## config.mk

```make
export PLATFORM = sky130hd
export DESIGN_NAME = bank_paging_port_controller_top
export DESIGN_NICKNAME = d
export VERILOG_FILES = /design/src/rtl/bpp_pkg.sv /design/src/rtl/bank_paging_port_controller_top.sv
export SDC_FILE = /design/constraint.sdc
export NUM_CORES = 1
export LEC_CHECK = 0
export BUFFER_PORTS_ARGS = -buffer_cell sky130_fd_sc_hd__buf_2
export CORE_MARGIN = 2
export CORE_UTILIZATION = 50
export CTS_CLUSTER_DIAMETER = 200
export DETAILED_ROUTE_END_ITERATION = 10
export GPL_ROUTABILITY_DRIVEN = 0
export PLACE_DENSITY = 0.77
export SETUP_SLACK_MARGIN = 0.5
export SLEW_MARGIN = 25
export SYNTH_ARGS = -nofsm -noshare
export SYNTH_HDL_FRONTEND = slang
export SYNTH_SLANG_ARGS = --single-unit
```

## constraint.sdc

```tcl
create_clock -name clk -period 2.6 [get_ports clk]
set_input_delay 0.39 -clock clk [delete_from_list [all_inputs] [get_ports clk]]
set_output_delay 0.39 -clock clk [all_outputs]
set_load 0.03 [all_outputs]
```

## src/rtl/bpp_pkg.sv

```systemverilog
`default_nettype none
// ----------------------------------------------------------------------------
// bpp_pkg
// Types and constants shared by the bank paging and I/O port controller.
// ----------------------------------------------------------------------------

package bpp_pkg;

  localparam int unsigned KEY_ROWS = 8;
  localparam int unsigned ROW_IDX_W = $clog2(KEY_ROWS);

  typedef enum logic [1:0] {
    CMD_WRITE   = 2'd0,
    CMD_READ    = 2'd1,
    CMD_KEY_SET = 2'd2,
    CMD_NONE    = 2'd3
  } command_t;

  typedef enum logic [1:0] {
    SRC_ROM_BANK = 2'd0,
    SRC_DISK_ROM = 2'd1,
    SRC_RAM0     = 2'd2,
    SRC_UNUSED   = 2'd3
  } rom_source_t;

  localparam logic [2:0] MODEL_48_A  = 3'd0;
  localparam logic [2:0] MODEL_48_B  = 3'd1;
  localparam logic [2:0] MODEL_EXT   = 3'd4;
  localparam logic [2:0] MODEL_RESET = 3'd1;

  localparam logic [7:0] EXT_PORT_HIGH = 8'h1F;
  localparam logic [7:0] PORT_FE       = 8'hFE;
  localparam logic [7:0] PORT_JOY      = 8'h1F;
  localparam logic [7:0] BYTE_IDLE     = 8'hFF;
  localparam logic [2:0] BORDER_RESET  = 3'b111;
  localparam logic [2:0] SCREEN_NORMAL = 3'd5;
  localparam logic [2:0] SCREEN_SHADOW = 3'd7;

  typedef struct packed {
    logic [1:0] command;
    logic [7:0] port_low;
    logic [7:0] port_high;
    logic [7:0] write_data;
    logic [2:0] key_row;
    logic       disk_rom_active;
  } in_item_t;

  typedef struct packed {
    logic [7:0] read_data;
    logic [1:0] rom_source;
    logic [1:0] rom_bank;
    logic [3:0] ram_page;
    logic [2:0] screen_page;
    logic [2:0] border_color;
  } out_item_t;

endpackage

`default_nettype wire

```

## src/rtl/bank_paging_port_controller_top.sv

```systemverilog
`default_nettype none
// ----------------------------------------------------------------------------
// bank_paging_port_controller_top
// I/O port decoder and memory bank selector with one result per bus access.
// ----------------------------------------------------------------------------
// Each input item is a port write, a port read or a keyboard row update, and
// each one produces exactly one result item: the read byte (255 for anything
// but a read) and the memory map after the access, given as bank numbers.
// Both channels use valid/ready. An accepted item is held in an input
// register; the decode and register update happen on the way from there to
// the output register, which then offers the result.
// One item is taken every cycle while the output side keeps up; the output
// register alone sets that rate. When the receiver stalls, the result stays
// in the output register, one more item waits in the input register, and
// in_ready drops until the result is taken.
// The user must write the machine model through cfg_we/cfg_data only while
// the block is idle; the block does not enforce this. Reset empties both
// registers, sets the model to the 48K variant, clears the paging registers,
// selects screen page 5, sets the border to 7 and releases every keyboard key.
// ----------------------------------------------------------------------------

module bank_paging_port_controller_top (
  input  wire                logic clk,
  input  wire                logic rst,
  input  wire                logic in_valid,
  output                     logic in_ready,
  input  wire bpp_pkg::in_item_t  in_item,
  output                     logic out_valid,
  input  wire                logic out_ready,
  output      bpp_pkg::out_item_t out_item,
  input  wire                logic cfg_we,
  input  wire          logic [2:0] cfg_data
);

  logic              s1_valid;
  bpp_pkg::in_item_t s1_item;
  logic              s1_advance;

  logic [2:0] machine_model;
  logic [7:0] paging_reg;
  logic [7:0] extended_paging_reg;
  logic [1:0] rom_select;
  logic       ram0_as_rom;
  logic [3:0] ram_select;
  logic [2:0] screen_select;
  logic [2:0] border;
  logic [7:0] joystick_reg;
  logic [7:0] keyboard_rows [bpp_pkg::KEY_ROWS];

  logic [7:0] paging_reg_next;
  logic [7:0] extended_paging_reg_next;
  logic [1:0] rom_select_next;
  logic       ram0_as_rom_next;
  logic [3:0] ram_select_next;
  logic [2:0] screen_select_next;
  logic [2:0] border_next;
  logic [7:0] joystick_reg_next;
  logic [7:0] key_and;
  logic       do_write;
  logic       is_48k;

  bpp_pkg::out_item_t result;

  assign s1_advance = s1_valid && (!out_valid || out_ready);
  assign in_ready   = !s1_valid || s1_advance;

  always_ff @(posedge clk) begin
    if (rst) begin
      s1_valid <= 1'b0;
    end else if (in_ready) begin
      s1_valid <= in_valid;
    end
    if (in_ready && in_valid) begin
      s1_item <= in_item;
    end
  end

  assign is_48k   = (machine_model == bpp_pkg::MODEL_48_A) ||
                    (machine_model == bpp_pkg::MODEL_48_B);
  assign do_write = (s1_item.command == bpp_pkg::CMD_WRITE) && !s1_item.disk_rom_active;

  always_comb begin
    paging_reg_next          = paging_reg;
    extended_paging_reg_next = extended_paging_reg;
    rom_select_next          = rom_select;
    ram0_as_rom_next         = ram0_as_rom;
    ram_select_next          = ram_select;
    screen_select_next       = screen_select;
    border_next              = border;
    joystick_reg_next        = joystick_reg;
    if (do_write) begin
      if (!s1_item.port_low[1]) begin
        if (s1_item.port_high == bpp_pkg::EXT_PORT_HIGH) begin
          if (machine_model == bpp_pkg::MODEL_EXT) begin
            extended_paging_reg_next = s1_item.write_data;
            ram0_as_rom_next         = s1_item.write_data[0];
            rom_select_next          = s1_item.write_data[1] ? 2'd2 : {1'b0, paging_reg[4]};
            ram_select_next          = {s1_item.write_data[4], paging_reg[2:0]};
          end
        end else if (!s1_item.port_high[7]) begin
          if (!is_48k && !paging_reg[5]) begin
            paging_reg_next    = s1_item.write_data;
            screen_select_next = s1_item.write_data[3] ? bpp_pkg::SCREEN_SHADOW
                                                       : bpp_pkg::SCREEN_NORMAL;
            if (machine_model == bpp_pkg::MODEL_EXT) begin
              if (!extended_paging_reg[1]) begin
                rom_select_next = {1'b0, s1_item.write_data[4]};
              end
              ram_select_next = {extended_paging_reg[4], s1_item.write_data[2:0]};
            end else begin
              rom_select_next = {1'b0, s1_item.write_data[4]};
              ram_select_next = {1'b0, s1_item.write_data[2:0]};
            end
          end
        end
      end else if (s1_item.port_low == bpp_pkg::PORT_FE) begin
        border_next = s1_item.write_data[2:0];
      end else if (s1_item.port_low == bpp_pkg::PORT_JOY) begin
        joystick_reg_next = s1_item.write_data;
      end
    end
  end

  always_comb begin
    key_and = bpp_pkg::BYTE_IDLE;
    for (int i = 0; i < bpp_pkg::KEY_ROWS; i++) begin
      if (!s1_item.port_high[i]) begin
        key_and = key_and & keyboard_rows[i];
      end
    end
  end

  always_comb begin
    result = '0;
    result.read_data = bpp_pkg::BYTE_IDLE;
    if (s1_item.command == bpp_pkg::CMD_READ) begin
      if (s1_item.port_low == bpp_pkg::PORT_JOY) begin
        result.read_data = joystick_reg;
      end else if (s1_item.port_low == bpp_pkg::PORT_FE) begin
        result.read_data = key_and;
      end
    end
    if (s1_item.disk_rom_active) begin
      result.rom_source = bpp_pkg::SRC_DISK_ROM;
    end else if (ram0_as_rom_next) begin
      result.rom_source = bpp_pkg::SRC_RAM0;
    end else begin
      result.rom_source = bpp_pkg::SRC_ROM_BANK;
    end
    result.rom_bank     = (result.rom_source == bpp_pkg::SRC_ROM_BANK) ? rom_select_next
                                                                       : 2'd0;
    result.ram_page     = ram_select_next;
    result.screen_page  = screen_select_next;
    result.border_color = border_next;
  end

  always_ff @(posedge clk) begin
    if (rst) begin
      machine_model       <= bpp_pkg::MODEL_RESET;
      paging_reg          <= '0;
      extended_paging_reg <= '0;
      rom_select          <= '0;
      ram0_as_rom         <= 1'b0;
      ram_select          <= '0;
      screen_select       <= bpp_pkg::SCREEN_NORMAL;
      border              <= bpp_pkg::BORDER_RESET;
      joystick_reg        <= '0;
      for (int i = 0; i < bpp_pkg::KEY_ROWS; i++) begin
        keyboard_rows[i] <= bpp_pkg::BYTE_IDLE;
      end
    end else begin
      if (cfg_we) begin
        machine_model <= cfg_data;
      end
      if (s1_advance) begin
        paging_reg          <= paging_reg_next;
        extended_paging_reg <= extended_paging_reg_next;
        rom_select          <= rom_select_next;
        ram0_as_rom         <= ram0_as_rom_next;
        ram_select          <= ram_select_next;
        screen_select       <= screen_select_next;
        border              <= border_next;
        joystick_reg        <= joystick_reg_next;
        if (s1_item.command == bpp_pkg::CMD_KEY_SET) begin
          keyboard_rows[s1_item.key_row[bpp_pkg::ROW_IDX_W-1:0]] <= s1_item.write_data;
        end
      end
    end
  end

  always_ff @(posedge clk) begin
    if (rst) begin
      out_valid <= 1'b0;
    end else if (s1_advance) begin
      out_valid <= 1'b1;
    end else if (out_ready) begin
      out_valid <= 1'b0;
    end
    if (s1_advance) begin
      out_item <= result;
    end
  end

  a_stall_cause: assert property (@(posedge clk) disable iff (rst)
    !in_ready |-> (s1_valid && out_valid && !out_ready))
    else $error("Input side stalled without a waiting result.");

  a_screen_page: assert property (@(posedge clk) disable iff (rst)
    out_valid |-> (out_item.screen_page == bpp_pkg::SCREEN_NORMAL ||
                   out_item.screen_page == bpp_pkg::SCREEN_SHADOW))
    else $error("Screen page is neither 5 nor 7.");

  a_rom_bank_zero: assert property (@(posedge clk) disable iff (rst)
    (out_valid && out_item.rom_source != bpp_pkg::SRC_ROM_BANK) |-> (out_item.rom_bank == 2'd0))
    else $error("ROM bank reported while another ROM source is selected.");

  a_rom_source_code: assert property (@(posedge clk) disable iff (rst)
    out_valid |-> (out_item.rom_source != bpp_pkg::SRC_UNUSED))
    else $error("Unused ROM source code reported.");

  a_lock_holds: assert property (@(posedge clk) disable iff (rst)
    (!$past(rst) && $past(paging_reg[5])) |-> (paging_reg == $past(paging_reg)))
    else $error("Paging register changed while locked.");

endmodule

`default_nettype wire
```

* Yosys cells after proc, flatten, opt, wreduce, memory -nomap -nowiden
Memories as Yosys holds them, arrays and structs flattened.
Index checks and enable logic that the tools add are counted.
** Word-level totals
- Flip-flop bits (word level) :: 89
- Latch bits :: 0
- RAM bits :: 64
- Bits in read-only memories :: 0
- Bits of input ports :: 38
- Output and inout bits :: 24
- Memories kept :: 1
** Memories
- keyboard_rows :: depth 8, width 8, read ports 8, clocked after memory_dff 0, wr ports 8, RTL line bank_paging_port_controller_top.sv:48 : logic [7:0] keyboard_rows [bpp_pkg::KEY_ROWS];
** Cells by class
- Add/subtract/negate cells :: 0
- Multipliers :: 0
- Div/mod/pow operators :: 0
- Magnitude comparators :: 0
- Equal/unequal tests :: 7
- Shift operators :: 0
- Mux-type cells :: 52
- Bitwise operators :: 11
- Reduce and logical (&&, ||, !) cells :: 20
** Operator list (count)
- two-way mux 8 bit :: 11
- bitwise AND 8 bit :: 7
- two-way mux 4 bit :: 7
- two-way mux 3 bit :: 9
- two-way mux 2 bit :: 12
- == test 8 x 5 -> 1 bit (second input constant) :: 2
- two-way mux 1 bit :: 13
- AND reduction 5 bit :: 2
- == test 8 bit (second input constant) :: 1
- OR reduction 8 bit :: 1
- AND reduction 6 bit :: 1
- zero test 1 bit :: 5
- logical AND 1 bit :: 4
- zero test 2 bit :: 2
- inverter 1 bit :: 4
- == test 3 x 1 -> 1 bit (second input constant) :: 1
- == test 3 bit (second input constant) :: 1
- zero test 3 bit :: 1
- logical OR 1 bit :: 3
- == test 2 x 1 -> 1 bit (second input constant) :: 1
- == test 2 bit (second input constant) :: 1
- nonzero test 2 bit :: 1

* Longest topological paths before layout
Gate-level depths: netlist of the first run.
- Word-level depth :: 17
- Gate-level depth with buffers :: 7
- Mapped depth without buffers :: 5

* Least setup slack after synthesis of the first run
Ideal clock, no wire load.
- Kind :: flip-flop to flip-flop
- Start point :: reg out_valid
- End point :: mem keyboard_rows[3][0], enable pin
- Library setup time :: 384 ps
- Arrival :: 1833 ps
- Path slack :: 383 ps
- Cell stages (with the launch flop) :: 6
- Clock period less this slack :: 2217 ps
- Cells stage by stage :: dfxtp_1 -> nor2b_1 -> nor3b_2 -> nand4bb_1 -> clkbuf_1 -> o21ai_0
** RTL lines
- start, declared :: RTL line bank_paging_port_controller_top.sv:28 : output logic out_valid,
- start signal, assigned :: RTL line bank_paging_port_controller_top.sv:193 : out_valid <= 1'b0;
- start signal, assigned :: RTL line bank_paging_port_controller_top.sv:195 : out_valid <= 1'b1;
- start signal, assigned :: RTL line bank_paging_port_controller_top.sv:197 : out_valid <= 1'b0;
- end, declared :: RTL line bank_paging_port_controller_top.sv:48

* Worst setup path in the final report of the first run
- Start point :: reg s1_item[18] in the netlist's numbering
- End point :: reg out_item[10] in the netlist's numbering (data pin)
** On the way
- Word-level cells in the longest chain between the ends :: 7
- Elaborated cells on any way between the ends :: 10
** Ends and longest elaborated chain
- start, declared :: RTL line bank_paging_port_controller_top.sv:36 : bpp_pkg::in_item_t s1_item;
- start signal, assigned :: RTL line bank_paging_port_controller_top.sv:74 : s1_item <= in_item;
- == test 8 x 5 -> 1 bit (*) :: RTL line bank_paging_port_controller_top.sv:93 : if (s1_item.port_high == bpp_pkg::EXT_PORT_HIGH) begin
- two-way mux 1 bit :: RTL line bank_paging_port_controller_top.sv:93
- two-way mux 1 bit :: RTL line bank_paging_port_controller_top.sv:92 : if (!s1_item.port_low[1]) begin
- two-way mux 1 bit :: RTL line bank_paging_port_controller_top.sv:91 : if (do_write) begin
- two-way mux 2 bit :: RTL line bank_paging_port_controller_top.sv:145 : end else if (ram0_as_rom_next) begin
- two-way mux 2 bit :: RTL line bank_paging_port_controller_top.sv:143 : if (s1_item.disk_rom_active) begin
- zero test 2 bit :: RTL line bank_paging_port_controller_top.sv:150 : result.rom_bank = (result.rom_source == bpp_pkg::SRC_ROM_BANK) ? rom_select_next
- end signal, assigned :: RTL line bank_paging_port_controller_top.sv:200 : out_item <= result;
- end, declared :: RTL line bank_paging_port_controller_top.sv:30 : output bpp_pkg::out_item_t out_item,
Mark *: on every way between the ends. The rest lies on a longest branch, timed or not.
A chain may end at the register's enable or synchronous reset.

==> out/metrics.cfg, run 1 <==
[grt]
grt_pass1_vias=4094
grt_max_degree=31
grt_pass1_wl_um=22100
grt_util_all_layers=0.233
overflow=0
antenna_found_initial=0

[final_layout]
drive_gt1_frac=0.314
top_register=keyboard_rows
final_common_cell=edfxtp_1
areaGrowthSynthToFinish_pct=20.9
final_cell_mix=116 x edfxtp_1, 61 x buf_2, 44 x o22ai_1
fin_area_um2=7310
diodes=0
largest_register_ffs=64
reg_top3=keyboard_rows: 64 flops, s1_item: 30 flops, out_item: 22 flops
layout.cells.non_filler=707
nets=585

[sta]
min_period_over_period=0.805
fin_setup_tns_ns=0
max_freq_mhz=478
worst_slew_pin_slew_ns=0.797
rsz0062_at_grt=yes
hold_violations=0
timing.hold.ws_ns=0.135
skew_ns=0.00788
slew_headroom=0.463
period_needed_ns=2.09
setup_violations=0
drv_slew=0

[yosys]
synth_top_area_share=0.576
synth_area_per_cell_um2=13.0
synth_fp_nets=503
ys.flop_type=edfxtp_1
ys_seq_area_frac=0.685
postSynthCellCount=465
yosys.area.top_type=edfxtp_1
synth-seq-cells=149
synth_area_um2=6050
ys_top_cells_by_area=edfxtp_1 58%, dfxtp_1 11%, o22ai_1 4.6%
yosysWarnings=0
synth_cell_types=46
synth_edf_count=116
ys_async_sr_fraction=0

[hold_path]
hold_depth=1
worst_hold_path_type=primary input to flip-flop
min_from=in_item[7]

[place]
postPlaceCellArea_um2=6560
hpwl_um=9470
portBuffers=61
placed_cells=663

[clock_network]
ctsHoldBuffers=0
clk_pin_slew_ns=0.06
htree_num_levels=4
cts_buffers=17
cts_sinks=149
insertion_delay_ns=0.42
cts_tree=done
root_buffer=clkbuf_16
clock_path_buffers=2

[critical_path]
r2r-start=s1_item[18]
crit_start=s1_item[18]
worstPathArrival_ns=2.37
worstPathMaxFanout=4
cp-end-kind=flip-flop
worstPathRequired_ns=2.87
r2r_cells=5
worstSetupPathType=flip-flop to flip-flop
critPathLaunchType=flip-flop

[status]
status=completed

[detailed_routing]
vias_per_cell=5.90
drt-pass1-iter-count=5
vias=4169
wirelength_um=14500
wire_per_inst_um=20.5
drtIter0Drc=421
ant_nets=0
drc=0

[run]
cap_viol_max_count=0

[floorplan]
core-area_um2=11900
fp-row-count=40
die_area_um2=13000
initial_core_util=0.508
ioPinCount=62
die_w_um=114
fp.dieH_um=114

[power]
power_density_nw_per_um2=729
vdd_ir_drop_max_v=0.000385
power_leakage_nw=2.28

cells by family after synthesis:
group / count (synthesis) / synth area share
buffers and inverters: 34 / 0.0228
flip-flops: 149 / 0.685
AND/OR/NAND/NOR: 179 / 0.174
AO/OA/AOI/OAI: 81 / 0.0809
multiplexers: 22 / 0.0372
final timing paths:
check / to / slack, ns
min: s1_item[7] / 0.14
max reg2reg: out_item[10] / 0.51
max: out_item[10] / 0.51
min reg2reg: screen_select[2] / 0.44
through the flow:
stage                     power (mW)  setup slack, ns   util
after floorplan                 2.81            0.399      -
after detailed placement        2.92            0.289  0.551
after global placement          2.91            0.344  0.551
after global routing            5.49            0.395  0.614
final                           5.33            0.507  0.614
after CTS                       5.33            0.483  0.607
final cells by class:
type,instances,area [um2]
clock inverters,13,159
multi-input cells,285,1850
inverters,8,33.8
fillers,880,4600
repair buffers,86,505
flip-flops and latches,149,4140
clock buffers,19,433
well taps,147,184
timing repair:
action                     in CTS  in global routing
hold endpoints to repair        0                  0
setup endpoints to repair      40                 72
gates cloned                    0                  3
gates resized for setup         6                  8
setup buffers                   6                  3
pin swaps                       3                  6
synthesized netlist by cell type, types with 3 or more instances:
| library cell | instances |
|---|---|
| edfxtp_1 | 116 |
| o22ai_1 | 44 |
| nand2_1 | 36 |
| dfxtp_1 | 33 |
| or2_2 | 31 |
| nand2b_1 | 29 |
| nor2_1 | 24 |
| clkbuf_1 | 19 |
| mux2i_1 | 18 |
| a21oi_1 | 15 |
| o21ai_0 | 12 |
| or3_1 | 11 |
| inv_1 | 8 |
| nor4_1 | 8 |
| nand3_1 | 6 |
| buf_2 | 5 |
| a22oi_1 | 4 |
| mux2_2 | 4 |
| nand4_1 | 4 |
| nor3b_1 | 4 |
| and2_1 | 3 |
critical path: stages, from the launching register on:
cell      delay [ns]
edfxtp_1        0.48
or4b_4          0.60
nor4_4          0.36
mux2i_1         0.29
nand2b_1        0.10
a21oi_1         0.12
layer usage:
metal,up-vias,share of wire,global-route usage
met2,217,0.46,0.352
met4,0,0.054,0.134
li1,1908,-,-
met5,-,0,0
met1,1982,0.41,0.310
met3,62,0.077,0.0558
power by group:
group	leakage [nW]	internal, mW	switching (mW)	total [mW]
sequential	1.19	2.61	0.0672	2.68
clock	0.283	1.50	0.936	2.44
combinational	0.801	0.0773	0.132	0.210
(Power assumes the default switching activity.)
==> inputs of run 2 (changes only) <==
- PLACE_DENSITY: 0.77 -> 0.8
- clock period: 2.6 -> 1.7 ns (I/O delays scaled with it)
==> run 2 against run 1 <==
The run now ends with setup timing left; via count grew 19%; non-clock buffer count is 91 higher; hold slack lost 0.13 ns; first-iteration DRC count grew 19%; routed wire length up 29%; sequential power rose by 52%; clock power up 48%; fmax down 3.3%; setup slack got worse by 0.97 ns; clock-buffer cell count rose by 10; power increased by 56%; clock skew rose by 0.0020 ns; critical endpoint unchanged; largest cell class unchanged; highest routed layer unchanged.
==> out/metrics.cfg, run 2 (synthesis gave the netlist of run 1 again) <==
[clock_network]
htree_num_levels=4
insertion_delay_ns=0.43
cts_tree=done
cts_buffers=17
root_buffer=clkbuf_16
clk_pin_slew_ns=0.06
cts_sinks=149
clock_path_buffers=2

[hold_path]
worst_hold_path_type=primary input to flip-flop

[final_layout]
final_common_cell=edfxtp_1
diodes=0
final-seq-area_um2=4150
reg_top3=keyboard_rows: 64 flops, s1_item: 30 flops, out_item: 22 flops
areaGrowthSynthToFinish_pct=48.8
largest_register_ffs=64
layout.cells.non_filler=798
top_register=keyboard_rows
fill_cells=638
multi_input_area_um2=2510
final_cell_mix=116 x edfxtp_1, 57 x buf_4, 56 x buf_6
drive_gt1_frac=0.475
nets=676

[detailed_routing]
wirelength_um=18700
vias_per_cell=6.22
vias=4961
drt-pass1-iter-count=6
drtIter0Drc=501
drc=0
wire_per_inst_um=23.5
ant_nets=0

[grt]
global_route.usage.met3=0.0712
grt_use_met2=0.447
overflow=0
grtUsageMet1=0.335
grt_pass1_wl_um=26400
top_usage_layer=met2
grt_pass1_vias=4785
grt_max_degree=29
antenna_found_initial=0
grt_util_all_layers=0.278

[critical_path]
rrSetupSlack_ns=-0.46
cp-endpoint=out_item[10]
cp-end-kind=flip-flop
r2r-start=s1_item[21]
worstPathMaxFanout=3
crit_start=s1_item[21]
worstPathArrival_ns=2.43
critPathLaunchType=flip-flop
r2r_cells=5
worstPathRequired_ns=1.97
reg2reg_to=out_item[10]
worstSetupPathType=flip-flop to flip-flop

[place]
placed_cells=703
pre_cts_slack_ns=-0.303
portBuffers=61
hpwl_um=10200

[floorplan]
ioPinCount=62
fp-row-count=40
fp.dieH_um=114
core-area_um2=11900
die_area_um2=13000
die_w_um=114
initial_core_util=0.508

[power]
power_leakage_nw=3.10
vdd_ir_drop_max_v=0.000573
power_density_nw_per_um2=921

[sta]
period_needed_ns=2.16
setup_violations=202
timing.hold.ws_ns=0.00744
min_period_over_period=1.27
worst_slack_ns=-0.464
hold_violations=0
max_freq_mhz=462
rsz0062_at_grt=yes
drv_slew=0
slew_headroom=0.435
worst_slew_pin_slew_ns=0.839
skew_ns=0.00991

[run]
cap_viol_max_count=0

[status]
violations=setup timing
status=complete, but fails checks

run 2: cell types whose count changed in the layout (fill, tap and decap cells not counted), moves of 9 or more:
cell	previous run	this run
or2_2	32	0
buf_6	0	56
or2_4	1	32
o21ai_0	11	2
o22ai_1	44	32
buf_2	61	37
dlygate4sd3_1	0	21
nand2b_4	1	11
buf_4	24	57
nand2b_1	28	18
run 2: through the flow:
step | utilization | area, um2 | setup TNS (ns) | power (mW)
floorplan | - | 6350 | -19.18 | 4.33
global placement | 0.598 | 7130 | -12.08 | 4.53
detailed placement | 0.598 | 7130 | -14.08 | 4.55
CTS | 0.724 | 8620 | -15.39 | 8.19
global route | 0.756 | 9000 | -48.27 | 8.48
finish | 0.756 | 9000 | -44.08 | 8.29
run 2: layout make-up:
type,count,area share
Clock buffer,29,0.0578
Clock inverter,3,0.00459
Inverter,8,0.00375
Multi-Input combinational cell,285,0.279
Sequential cell,149,0.461
Tap cell,147,0.0204
Timing Repair Buffer,177,0.174
run 2: repair_timing:
item	CTS	global route
endpoints found under the hold margin	20	1
resized for setup	139	47
cloned	5	0
pin swaps	39	31
setup buffers	22	15
setup endpoints to repair	253	253
hold buffers	20	1
run 2: critical path, stage by stage (launching register included):
cell and delay, ns:
edfxtp_1 0.45, or4_4 0.59, nor4_4 0.32, mux2i_2 0.32, nand2b_1 0.15, a21oi_1 0.18
run 2: worst min-delay path by stage:
stage                                start                to  slack, ns  cells past startpoint
after floorplan                 in_item[0]        s1_item[0]       0.35                      0
after global placement    screen_select[0]  screen_select[0]       0.42                      1
after detailed placement  screen_select[0]  screen_select[0]       0.43                      1
after CTS                      in_item[16]       s1_item[16]      0.003                      1
after global routing           in_item[29]       s1_item[29]     -0.003                      1
final                           in_item[6]        s1_item[6]      0.007                      1
run 2: report_power, final:
part           switching (mW)  total, mW  internal [mW]
combinational           0.338      0.620          0.282
sequential             0.0816       4.07           3.99
clock                    1.39       3.60           2.21
total                    1.81       8.29           6.48
run 2: routing by layer:
layer | vias up | routed length (um)
met5 | - | 0
met4 | 0 | 1230
met3 | 104 | 1560
met2 | 343 | 9280
met1 | 2420 | 6670
li1 | 2094 | -
==> inputs of run 3 (changes only) <==
- ABC_AREA: not set -> 1
==> run 3 against run 2 <==
The flow finishes with violations (hold timing, setup timing); register-to-register slack gained 0.43 ns; setup slack gained 0.43 ns; fmax grew 25%; cell count grew 12%; clock-buffer cell count shrank 8; die area grew 1.3%; non-clock buffer count shrank 46; first-iteration DRC count grew 74%; clock skew grew 0.0037 ns; sequential power is essentially flat; cell area grew 0.57%; synthesized cell count grew 30%; critical path type unchanged; largest power group unchanged.
==> out/metrics.cfg, run 3 <==
[critical_path]
path_buf_inv=1
cp-end-kind=flip-flop
rrSetupSlack_ns=-0.03
r2r-start=machine_model[1]
max_stage_delay_ns=0.38
crit_slowest_cell=dfxtp_1
worstPathRequired_ns=1.88
reg2reg_to=out_item[11]
cp_common_cell=nand2_2
critPathTopFamily=simple AND/OR/NAND/NOR gates
r2r_cells=8
critPathLaunchType=flip-flop
worstPathMaxFanout=5
worstPathArrival_ns=1.92
worstPathCellList=nor2_2 > nand2_2 > inv_2 > nand2_4 > nor2_4 > nand2_2 > nand3_4 > a21oi_2
worstSetupPathType=flip-flop to flip-flop

[power]
p_total_mw=8.85
vdd_ir_drop_max_v=0.000783
power_density_nw_per_um2=978
power_leakage_nw=3.31

[grt]
antenna_found_initial=0
overflow=0
grt_pass1_wl_um=27700
grt_util_all_layers=0.286
grt_max_degree=42
grt_pass1_vias=5087

[floorplan]
fp-row-count=40
core-area_um2=12000
fp.dieH_um=115
initial_core_util=0.510
die_w_um=115
ioPinCount=62
die_area_um2=13200

[sta]
min_period_over_period=1.02
worst_slew_pin_slew_ns=0.513
rsz0062_at_grt=yes
timing.hold.ws_ns=-0.00569
max_freq_mhz=577
skew_ns=0.0136
fin_setup_tns_ns=-0.0640
hold_violations=5
worst_slack_ns=-0.0340
period_needed_ns=1.73
slew_headroom=0.658
drv_slew=0
setup_violations=3

[clock_network]
insertion_delay_ns=0.44
cts_sinks=149
cts_tree=done
clk_pin_slew_ns=0.06
htree_num_levels=4
cts_buffers=17
clock_path_buffers=2
root_buffer=clkbuf_16

[yosys]
synth_fp_nets=641
yosysWarnings=0
ys_top_cells_by_area=edfxtp_1 57%, nand2_1 11%, dfxtp_1 11%
synth_top_area_share=0.569
postSynthCellCount=603
synth_area_per_cell_um2=10.2
synth_commonest_cells=187 x nand2_1, 116 x edfxtp_1, 62 x nor2_1
ys_async_sr_fraction=0
ys_seq_area_frac=0.676
synth_edf_count=116
synth-seq-cells=149
ys.flop_type=edfxtp_1
yosys.area.top_type=edfxtp_1
synth_most_common_cell=nand2_1
synth_area_um2=6130
synth_cell_types=26

[final_layout]
largest_register_ffs=64
drive_gt1_frac=0.444
final_common_cell=edfxtp_1
nets=775
areaGrowthSynthToFinish_pct=47.7
fill_cells=610
final_cell_mix=116 x edfxtp_1, 111 x nand2_1, 54 x nand2_2
diodes=0
top_register=keyboard_rows
reg_top3=keyboard_rows: 64 flops, s1_item: 30 flops, out_item: 22 flops

[hold_path]
hold_path_end=s1_item[21]
worst_hold_path_type=primary input to flip-flop
min_from=in_item[21]
hold_depth=1

[place]
portBuffers=61
hpwl_um=10000

[detailed_routing]
drt-pass1-iter-count=6
drtIter0Drc=873
ant_nets=0
drc=0
wire_per_inst_um=23.3
vias=5464
wirelength_um=20900
vias_per_cell=6.09

[status]
status=complete, but fails checks
violations=hold timing, setup timing

[run]
cap_viol_max_count=0

-- run 3: changes by cell type after synthesis, sizes merged, moves of 9 or more --
cell / previous run / this run
a21oi: 15 / 24
o22ai: 44 / 17
or2: 32 / 1
nor3: 6 / 16
inv: 8 / 49
or3: 11 / 0
nand3: 6 / 46
mux2i: 18 / 0
nand2b: 29 / 0
nor2: 24 / 67
nand2: 36 / 189
clkbuf: 19 / 3
-- run 3: cell type report --
| cell class | count | area [um2] | area share |
|---|---|---|---|
| inverter | 53 | 235 | 0.0260 |
| clock buffer | 21 | 450 | 0.0498 |
| multi-input combinational | 385 | 2600 | 0.287 |
| sequential | 149 | 4150 | 0.458 |
| tap | 147 | 184 | 0.0203 |
| timing repair buffer | 131 | 1280 | 0.141 |
| clock inverter | 11 | 158 | 0.0174 |
-- run 3: worst max-delay path by stage --
stage                           from             endpoint  slack [ns]  depth (start not counted)
detailed placement         out_ready        paging_reg[2]       -0.02                          9
CTS                      s1_item[19]         out_item[11]        0.11                          9
floorplan                  out_valid  keyboard_rows[6][0]        0.19                          7
global placement         s1_item[19]         out_item[10]        0.08                          9
global route             s1_item[28]         out_item[11]       -0.08                          8
finish              machine_model[1]         out_item[11]       -0.03                          8
-- run 3: stage by stage --
stage                util  area, um2  worst slack, ns  hold slack, ns  std cells
finish              0.754       9050          -0.0340        -0.00569        897
global route        0.754       9050          -0.0820        -0.00261        897
CTS                 0.709       8510            0.111       0.0000945        881
detailed placement  0.578       6940          -0.0163           0.433        823
global placement    0.578       6940           0.0768           0.428        823
floorplan               -       6360            0.189           0.354        603
-- run 3: power by group --
group / leakage [nW] / switching [mW] / internal (mW)
registers: 1.19 / 0.0847 / 4.02
logic: 1.83 / 0.477 / 0.286
clock network: 0.292 / 1.51 / 2.48
-- run 3: what timing repair did --
action / 4_1_cts / 5_1_grt
endpoints found under the hold margin: 0 / 10
gates resized for setup: 186 / 88
hold buffers: 0 / 10
pin swaps: 33 / 37
cloned: 5 / 1
endpoints found under the setup margin: 253 / 253
buffers inserted: 21 / 5
-- run 3: logic make-up (layout without fill, tap and decap cells) --
family,count (synthesis),count (layout),synth area share
buf+inv,69,216,0.0466
flops,149,149,0.676
compound gates,62,62,0.0541
simple gates,323,323,0.223
-- run 3: routing by layer --
metal	global-route usage	vias up	share of wire
met2	0.464	526	0.46
met3	0.0799	119	0.13
li1	-	2307	-
met4	0.152	0	0.065
met5	0	-	0
met1	0.351	2512	0.35
-- run 3: worst register-to-register path, delay by kind of cell, from the launching register on --
kind	cells	cell delay (ns)
AOI/OAI and AO/OA	1	0.05
buffers and inverters	1	0.15
DFF	1	0.38
and+or+nand+nor	6	0.91
